==> src/hw/rtl/bsps_pkg.sv <==
// ============================================================================
// bsps_pkg - shared definitions for the bus serial port slave
// Phase type, item kinds, register indexes and status word layout.
// ============================================================================
package bsps_pkg;

    // Bus phase machine
    typedef enum logic [2:0] {
        PH_IDLE    = 3'd0,
        PH_PASSING = 3'd1,
        PH_WAIT    = 3'd2,
        PH_ACTIVE  = 3'd3,
        PH_CLEANUP = 3'd4
    } t_phase;

    // Item kinds carried in tuser
    localparam int KIND_W = 2;
    localparam logic [KIND_W-1:0] KIND_BUS_CYCLE = 2'd0;
    localparam logic [KIND_W-1:0] KIND_RX_BYTE   = 2'd1;
    localparam logic [KIND_W-1:0] KIND_LINE_TAKE = 2'd2;

    // Configuration register indexes
    localparam int CFG_IDX_W = 1;
    localparam logic [CFG_IDX_W-1:0] CFG_IO_ADDRESS  = 1'd0;
    localparam logic [CFG_IDX_W-1:0] CFG_WAIT_CYCLES = 1'd1;

    // Field widths
    localparam int ADDR_W   = 32;
    localparam int BYTE_W   = 8;
    localparam int STATUS_W = 10;

    // Input tdata layout, lowest bit first
    localparam int IN_DATA_W = 56;
    localparam int IN_RD_LSB    = 0;
    localparam int IN_WR_LSB    = 1;
    localparam int IN_ADDR_LSB  = 2;
    localparam int IN_WBYTE_LSB = IN_ADDR_LSB + ADDR_W;
    localparam int IN_LBYTE_LSB = IN_WBYTE_LSB + BYTE_W;

    // Output tdata layout, lowest bit first
    localparam int OUT_DATA_W = 24;

    // Result item
    typedef struct packed {
        logic              send_valid;
        logic [BYTE_W-1:0] send_byte;
        logic              irq_level;
        logic              bus_drive;
        logic [STATUS_W-1:0] bus_data;
    } t_result;

endpackage

==> src/hw/rtl/bus_serial_port_slave_core.sv <==
// ============================================================================
// bus_serial_port_slave_core - single-byte serial port on a bus
// Bus cycle, received byte and line take items in; one status item out each.
// ============================================================================
// Every accepted item yields exactly one result item when the output side
// is ready: the item is captured in an input register, then the whole step
// (drive half, interrupt update, phase machine, tx/rx holding registers) is
// evaluated combinationally and stored in the result register. One item per
// cycle is sustained while the output side is ready; the rate is set by the
// update of the port state, which each item reads as left by the previous
// one. The input stays open while a result waits, as long as the input
// register is free or moving on. Configuration writes (io address, wait
// cycles) are always taken and must only be issued while the port is idle.
// ============================================================================
module bus_serial_port_slave_core
    import bsps_pkg::*;
(
    input  logic                  i_clk,
    input  logic                  i_rst_n,
    // input item channel
    input  logic                  i_s_axis_tvalid,
    output logic                  o_s_axis_tready,
    // tdata: read_enable[0], write_enable[1], bus_address[33:2],
    //        write_byte[41:34], line_byte[49:42], zero fill [55:50]
    input  logic [IN_DATA_W-1:0]  i_s_axis_tdata,
    // tuser: kind[1:0]
    input  logic [KIND_W-1:0]     i_s_axis_tuser,
    // result item channel
    output logic                  o_m_axis_tvalid,
    input  logic                  i_m_axis_tready,
    // tdata: bus_data[9:0], bus_drive[10], irq_level[11], send_byte[19:12],
    //        send_valid[20], zero fill [23:21]
    output logic [OUT_DATA_W-1:0] o_m_axis_tdata,
    // configuration write channel
    input  logic                  i_cfg_valid,
    output logic                  o_cfg_ready,
    input  logic [CFG_IDX_W-1:0]  i_cfg_index,
    input  logic [ADDR_W-1:0]     i_cfg_data
);

    // ------------------------------------------------------------------
    // Configuration registers
    // ------------------------------------------------------------------
    logic [ADDR_W-1:0] r_io_address;
    logic [BYTE_W-1:0] r_wait_cycles;

    assign o_cfg_ready = 1'b1;

    always_ff @(posedge i_clk) begin
        if (!i_rst_n) begin
            r_io_address  <= '0;
            r_wait_cycles <= '0;
        end else if (i_cfg_valid && o_cfg_ready) begin
            unique case (i_cfg_index)
                CFG_IO_ADDRESS:  r_io_address  <= i_cfg_data;
                CFG_WAIT_CYCLES: r_wait_cycles <= i_cfg_data[BYTE_W-1:0];
                default: ;
            endcase
        end
    end

    // ------------------------------------------------------------------
    // Input register
    // ------------------------------------------------------------------
    logic                 r_in_vld;
    logic [KIND_W-1:0]    r_kind;
    logic                 r_rd;
    logic                 r_wr;
    logic [ADDR_W-1:0]    r_addr;
    logic [BYTE_W-1:0]    r_wbyte;
    logic [BYTE_W-1:0]    r_lbyte;

    logic r_out_vld;
    logic w_advance;   // input register item moves into the result register

    assign w_advance       = r_in_vld && (!r_out_vld || i_m_axis_tready);
    assign o_s_axis_tready = !r_in_vld || w_advance;

    always_ff @(posedge i_clk) begin
        if (!i_rst_n) begin
            r_in_vld <= 1'b0;
        end else if (o_s_axis_tready) begin
            r_in_vld <= i_s_axis_tvalid;
        end
    end

    always_ff @(posedge i_clk) begin
        if (o_s_axis_tready && i_s_axis_tvalid) begin
            r_kind  <= i_s_axis_tuser;
            r_rd    <= i_s_axis_tdata[IN_RD_LSB];
            r_wr    <= i_s_axis_tdata[IN_WR_LSB];
            r_addr  <= i_s_axis_tdata[IN_ADDR_LSB +: ADDR_W];
            r_wbyte <= i_s_axis_tdata[IN_WBYTE_LSB +: BYTE_W];
            r_lbyte <= i_s_axis_tdata[IN_LBYTE_LSB +: BYTE_W];
        end
    end

    // ------------------------------------------------------------------
    // Port state
    // ------------------------------------------------------------------
    t_phase            r_phase,   n_phase;
    logic [BYTE_W-1:0] r_wait_count, n_wait_count;
    logic              r_write_latched, n_write_latched;
    logic [BYTE_W-1:0] r_rx_holding, n_rx_holding;
    logic              r_rx_full, n_rx_full;
    logic [BYTE_W-1:0] r_tx_holding, n_tx_holding;
    logic              r_tx_pending, n_tx_pending;
    logic              r_tx_pending_before, n_tx_pending_before;
    logic              r_irq, n_irq;
    t_result           n_result;
    t_result           r_result;

    logic w_bus_cycle;
    assign w_bus_cycle = (r_kind == KIND_BUS_CYCLE);

    // Phase machine: next state (bus cycles only)
    always_comb begin
        n_phase = r_phase;
        if (w_bus_cycle) begin
            unique case (r_phase)
                PH_WAIT: begin
                    if (r_wait_count == '0) n_phase = PH_ACTIVE;
                end
                PH_ACTIVE, PH_PASSING: begin
                    if (!r_rd) n_phase = PH_CLEANUP;
                end
                PH_CLEANUP: n_phase = PH_IDLE;
                default: begin
                    if (!r_rd) begin
                        n_phase = PH_IDLE;
                    end else if (r_addr == r_io_address) begin
                        n_phase = PH_WAIT;
                    end else begin
                        n_phase = PH_PASSING;
                    end
                end
            endcase
        end
    end

    // Datapath and result
    always_comb begin
        logic w_drive;
        logic w_rx_full_mid;
        w_drive             = 1'b0;
        w_rx_full_mid       = r_rx_full;
        n_wait_count        = r_wait_count;
        n_write_latched     = r_write_latched;
        n_rx_holding        = r_rx_holding;
        n_rx_full           = r_rx_full;
        n_tx_holding        = r_tx_holding;
        n_tx_pending        = r_tx_pending;
        n_tx_pending_before = r_tx_pending_before;
        n_irq               = r_irq;
        n_result            = '0;

        unique case (r_kind)
            KIND_BUS_CYCLE: begin
                // drive half
                w_drive = (r_phase == PH_ACTIVE) && !r_write_latched;
                if (w_drive) begin
                    n_result.bus_data  = {r_tx_pending, r_rx_full,
                                          r_rx_full ? r_rx_holding : {BYTE_W{1'b0}}};
                    n_result.bus_drive = 1'b1;
                    n_irq              = 1'b0;
                    w_rx_full_mid      = 1'b0;
                end
                if (w_rx_full_mid || (r_tx_pending_before && !r_tx_pending)) begin
                    n_irq = 1'b1;
                end
                n_rx_full           = w_rx_full_mid;
                n_tx_pending_before = r_tx_pending;

                // sample half
                unique case (r_phase)
                    PH_WAIT: begin
                        if (r_wait_count == '0) begin
                            n_write_latched = r_wr;
                        end else begin
                            n_wait_count = r_wait_count - BYTE_W'(1);
                        end
                    end
                    PH_ACTIVE: begin
                        if (r_write_latched) begin
                            n_tx_holding        = r_wbyte;
                            n_tx_pending        = 1'b1;
                            n_tx_pending_before = 1'b1;
                        end
                    end
                    PH_PASSING, PH_CLEANUP: ;
                    default: begin
                        if (r_rd && (r_addr == r_io_address)) begin
                            n_wait_count = r_wait_cycles;
                        end
                    end
                endcase
            end
            KIND_RX_BYTE: begin
                n_rx_holding = r_lbyte;
                n_rx_full    = 1'b1;
            end
            KIND_LINE_TAKE: begin
                if (r_tx_pending) begin
                    n_result.send_byte  = r_tx_holding;
                    n_result.send_valid = 1'b1;
                    n_tx_pending        = 1'b0;
                end
            end
            default: ;  // unused kind leaves the port untouched
        endcase

        n_result.irq_level = n_irq;
    end

    always_ff @(posedge i_clk) begin
        if (!i_rst_n) begin
            r_phase             <= PH_IDLE;
            r_wait_count        <= '0;
            r_write_latched     <= 1'b0;
            r_rx_holding        <= '0;
            r_rx_full           <= 1'b0;
            r_tx_holding        <= '0;
            r_tx_pending        <= 1'b0;
            r_tx_pending_before <= 1'b0;
            r_irq               <= 1'b0;
        end else if (w_advance) begin
            r_phase             <= n_phase;
            r_wait_count        <= n_wait_count;
            r_write_latched     <= n_write_latched;
            r_rx_holding        <= n_rx_holding;
            r_rx_full           <= n_rx_full;
            r_tx_holding        <= n_tx_holding;
            r_tx_pending        <= n_tx_pending;
            r_tx_pending_before <= n_tx_pending_before;
            r_irq               <= n_irq;
        end
    end

    // ------------------------------------------------------------------
    // Result register
    // ------------------------------------------------------------------
    always_ff @(posedge i_clk) begin
        if (!i_rst_n) begin
            r_out_vld <= 1'b0;
        end else if (w_advance) begin
            r_out_vld <= 1'b1;
        end else if (i_m_axis_tready) begin
            r_out_vld <= 1'b0;
        end
    end

    always_ff @(posedge i_clk) begin
        if (w_advance) begin
            r_result <= n_result;
        end
    end

    assign o_m_axis_tvalid = r_out_vld;
    assign o_m_axis_tdata  = {{(OUT_DATA_W - $bits(t_result)){1'b0}}, r_result};

    // ------------------------------------------------------------------
    // Assertions
    // ------------------------------------------------------------------
`ifndef SYNTHESIS
    // a result never both drives the bus and hands a byte to the line
    a_drive_xor_send: assert property (@(posedge i_clk) disable iff (!i_rst_n)
        r_out_vld |-> !(r_result.bus_drive && r_result.send_valid))
        else $error("bus drive and send valid in one result");

    // tx pending only clears through a line take
    a_tx_clear_by_take: assert property (@(posedge i_clk) disable iff (!i_rst_n)
        $fell(r_tx_pending) |-> $past(w_advance && (r_kind == KIND_LINE_TAKE)))
        else $error("tx pending cleared without a line take");

    // rx full only sets through a received byte
    a_rx_set_by_byte: assert property (@(posedge i_clk) disable iff (!i_rst_n)
        $rose(r_rx_full) |-> $past(w_advance && (r_kind == KIND_RX_BYTE)))
        else $error("rx full set without a received byte");

    // cleanup always returns to idle after one bus cycle
    a_cleanup_to_idle: assert property (@(posedge i_clk) disable iff (!i_rst_n)
        (w_advance && w_bus_cycle && (r_phase == PH_CLEANUP)) |=> (r_phase == PH_IDLE))
        else $error("cleanup did not return to idle");

    // full input register behind a stalled result blocks the input
    a_backpressure: assert property (@(posedge i_clk) disable iff (!i_rst_n)
        (r_in_vld && r_out_vld && !i_m_axis_tready) |-> !o_s_axis_tready)
        else $error("input accepted while pipeline is full");
`endif

endmodule

==> config.mk <==
export PLATFORM = sky130hd
export DESIGN_NAME = bus_serial_port_slave_core
export DESIGN_NICKNAME = d
export VERILOG_FILES = /design/src/hw/rtl/bsps_pkg.sv /design/src/hw/rtl/bus_serial_port_slave_core.sv
export SDC_FILE = /design/constraint.sdc
export NUM_CORES = 1
export LEC_CHECK = 0
export BUFFER_PORTS_ARGS = -buffer_cell sky130_fd_sc_hd__buf_2
export CAP_MARGIN = 5
export CORE_ASPECT_RATIO = 2
export CORE_MARGIN = 1.5
export CORE_UTILIZATION = 57
export CTS_BUF_LIST = sky130_fd_sc_hd__clkbuf_2 sky130_fd_sc_hd__clkbuf_4 sky130_fd_sc_hd__clkbuf_8
export DETAILED_ROUTE_END_ITERATION = 7
export PLACE_DENSITY_LB_ADDON = 0.12
export SKIP_LAST_GASP = 1
export SLEW_MARGIN = 20
export SYNTH_ARGS = -nofsm -noshare
export SYNTH_HDL_FRONTEND = slang
export SYNTH_SLANG_ARGS = --single-unit
==> constraint.sdc <==
create_clock -name i_clk -period 3.01 [get_ports i_clk]
set_input_delay 0.602 -clock i_clk [delete_from_list [all_inputs] [get_ports i_clk]]
set_output_delay 0.602 -clock i_clk [all_outputs]
set_load 0.1 [all_outputs]
==> flow_summary.yaml <==
outcome:
  status: "completed"
placement:
  pre_cts_ws_ns: 0.739
  io_buffers: 112
  dp_hpwl_um: 8150
  placed_cells: 764
  globalplace.congestion: 0.788
setup_path:
  worst_setup_path_end_kind: "flop"
  reg2regPathDepth: 6
  worst-setup-path-type: "flop to flop"
  crit_cells: 6
  critical_path_buf_inv_count: 0
  path_max_fanout: 8
  worstPathArrival_ns: 2.59
  cp_top_family: "simple AND/OR/NAND/NOR gates"
  crit_required_ns: 3.35
  start_kind: "flop"
  critPathSlowestCell: "nor4b_4"
  slowest_delay_ns: 0.59
  cp_cell_sequence: "xor2_1, nor4_2, nand4_1, nor4b_4, nor2b_2, o21a_1"
yosys:
  synth_ff_type: "dfxtp_1"
  synthCells: 537
  ys_async_sr_fraction_pct: 0
  syn_avg_cell_area_sq_um: 11.1
  synth.area.mux_share_pct: 0.504
  synth_top_family_by_area: "simple AND/OR/NAND/NOR gates"
  synth_compound_area_share_pct: 11.0
  syn_area_sq_um: 5960
  synthAdderAreaFrac_pct: 0.420
  synth_edf_count: 73
  synth-seq-cells: 147
  yosys.area_share.simple_pct: 18.5
  yosys_warnings: 0
  yosysSeqAreaShare_pct: 61.7
  ys_types: 47
  synth_xor_area_share_pct: 4.85
global_route:
  grt_pass1_wl_um: 18400
  antenna_found_initial: 0
  grt_max_degree: 53
  track_usage_pct: 22.1
  gr-total-overflow: 0
  grt_pass1_vias: 4157
cts:
  worstSkewPairLatency_ns: 0.45
  clock_tree.buffer_depth: 2
  hold_buffers: 0
  cts_tree: "yes"
  cts.sinks: 147
  cts_resized: 0
  path_clk_slew_ns: 0.08
  post_cts_buffers: 0
  cts_max_level: 4
  numCtsBuffers: 17
  root_buffer: "clkbuf_8"
timing:
  fin_skew_ns: 0.0152
  slew_headroom_pct: 48.2
  post-route-min-period_ns: 2.25
  worst_slack_ns: 0.760
  hold_viol: 0
  slew_violations: 0
  tightest_slew_ns: 0.776
  rsz0062_at_grt: "no"
  tns_ns: 0
  max_freq_mhz: 444
  finalCritPeriodShare_pct: 74.8
  worst_hold_slack_ns: 0.324
  setup_viol: 0
final_layout:
  antenna_cells: 0
  final_nets: 746
  final_cells: 796
  syn_to_final_growth_pct: 19.1
  drive_gt1_share_pct: 25.6
die:
  fp.coreArea_sq_um: 10100
  start_util_pct: 58.7
  dieArea_sq_um: 11100
  fp-row-count: 52
  io_pins: 123
  die_w_um: 75.3
  dieHeight_um: 148
min_path:
  worstHoldPathCells: 1
  hold_class: "input port to flop"
detailed_routing:
  via_count: 4209
  drc: 0
  viasPerCell: 5.29
  routedLengthMet1_um: 4010
  antenna_left: 0
  wirelength_um: 11400
  wl_per_cell_um: 14.3
  dr.pass1.iters: 4
  dr_wl_met2_um: 6730
  wl_met3_um: 449
  first_iter_violations: 130
  highest_layer: "met4"
run:
  maxCapViolations: 0
power:
  power_density_nw_per_um2: 607
  cellLeakagePower_uw: 0.00279
  peakVddDrop_uv: 484
## state kept, by name, summed over array words and instances (netlist names)
name,count
r_addr,32
r_io_address,32
o_m_axis_tdata,21
r_lbyte,8
r_rx_holding,8
r_tx_holding,8
r_wait_count,8
r_wait_cycles,8
r_wbyte,8
r_phase,3
r_kind,2
o_m_axis_tvalid,1
r_in_vld,1
r_irq,1
r_rd,1
r_rx_full,1
r_tx_pending,1
r_tx_pending_before,1
r_wr,1
r_write_latched,1
## worst reg2reg max path: stages (launching register included)
cell and delay [ns]:
edfxtp_1 0.40, xor2_1 0.17, nor4_2 0.31, nand4_1 0.26
nor4b_4 0.59, nor2b_2 0.20, o21a_1 0.22
## cells by family (layout without fill, tap and decap cells)
family                   Yosys count  count (layout)
XOR/XNOR                          33              33
multiplexers                       3               3
AO/OA/AOI/OAI                     90              90
other                              2               4
AND/OR/NAND/NOR                  222             222
buffers and inverters             38             160
adder cells (fa/ha/maj)            2               2
flip-flops                       147             147
## cell usage in the layout, fill, tap and decap left out, drive strengths merged, types with 2 or more instances in the layout
cell type	synthesis	routed
or3	3	3
o31a	3	3
nor2	16	16
a31oi	3	3
nand2b	3	3
inv	8	9
o21a	4	4
and3	10	10
conb	2	4
nand2	112	112
xor2	32	32
clkinvlp	0	3
nand4	3	3
bufinv	0	5
clkinv	0	3
ha	2	2
nor4	14	14
o21ai	7	7
o211ai	2	2
edfxtp	73	73
and2	12	12
a21boi	57	57
a21oi	6	6
dfxtp	74	74
or2b	2	2
nor2b	9	9
nor3	7	7
buf	6	120
nand3	29	29
clkbuf	24	20
mux2i	3	3
o32ai	3	3
## through the flow
stage	total power [uW]	utilization, %	cell area [sq um]
floorplan	2500	-	5960
global placement	2600	65.3	6630
detailed placement	2610	65.3	6630
CTS	4340	69.9	7090
global route	4450	69.9	7090
finish	4300	69.9	7090
## report_power, final
part           switching, uW  total, uW  internal [uW]
combinational            228        339            111
clock                    714       1740           1030
sequential              38.3       2220           2180
total                    980       4300           3320
## layout make-up
type	instances	area (sq um)
clock buffer	20	263
clock inverter	12	204
fill	779	3060
inverter	8	30.0
multi-input combinational	354	2120
sequential	147	3670
tap	135	169
timing repair buffer	120	633
## Yosys cell counts, drive strengths merged, types with 7 or more instances
master	number	area, sq um
and3	10	62.6
o21ai	7	35.0
inv	8	30.0
xor2	32	280
nor2b	9	58.8
nor2	16	60.1
a21boi	57	428
dfxtp	74	1480
nand3	29	150
and2	12	75.1
edfxtp	73	2190
nor4	14	128
nor3	7	35.0
clkbuf	24	91.3
nand2	112	420
## path summary, 6_finish.rpt
check	end	startpoint	slack (ns)
max reg2reg	r_wait_count[5]$_SDFFE_PN0P_	r_addr[2]$_DFFE_PP_	0.76
min	r_addr[2]$_DFFE_PP_	i_s_axis_tdata[4]	0.32
min reg2reg	r_tx_holding[6]$_SDFFE_PN0P_	r_tx_holding[6]$_SDFFE_PN0P_	0.46
max	r_wait_count[5]$_SDFFE_PN0P_	r_addr[2]$_DFFE_PP_	0.76
## per-layer routing
layer  vias up  GRT usage (%)
li1       2092              -
met4         0           8.30
met2       109           42.1
met3        15           6.61
met1      1993           20.6
met5         -              0
(Power assumes the default switching activity.)
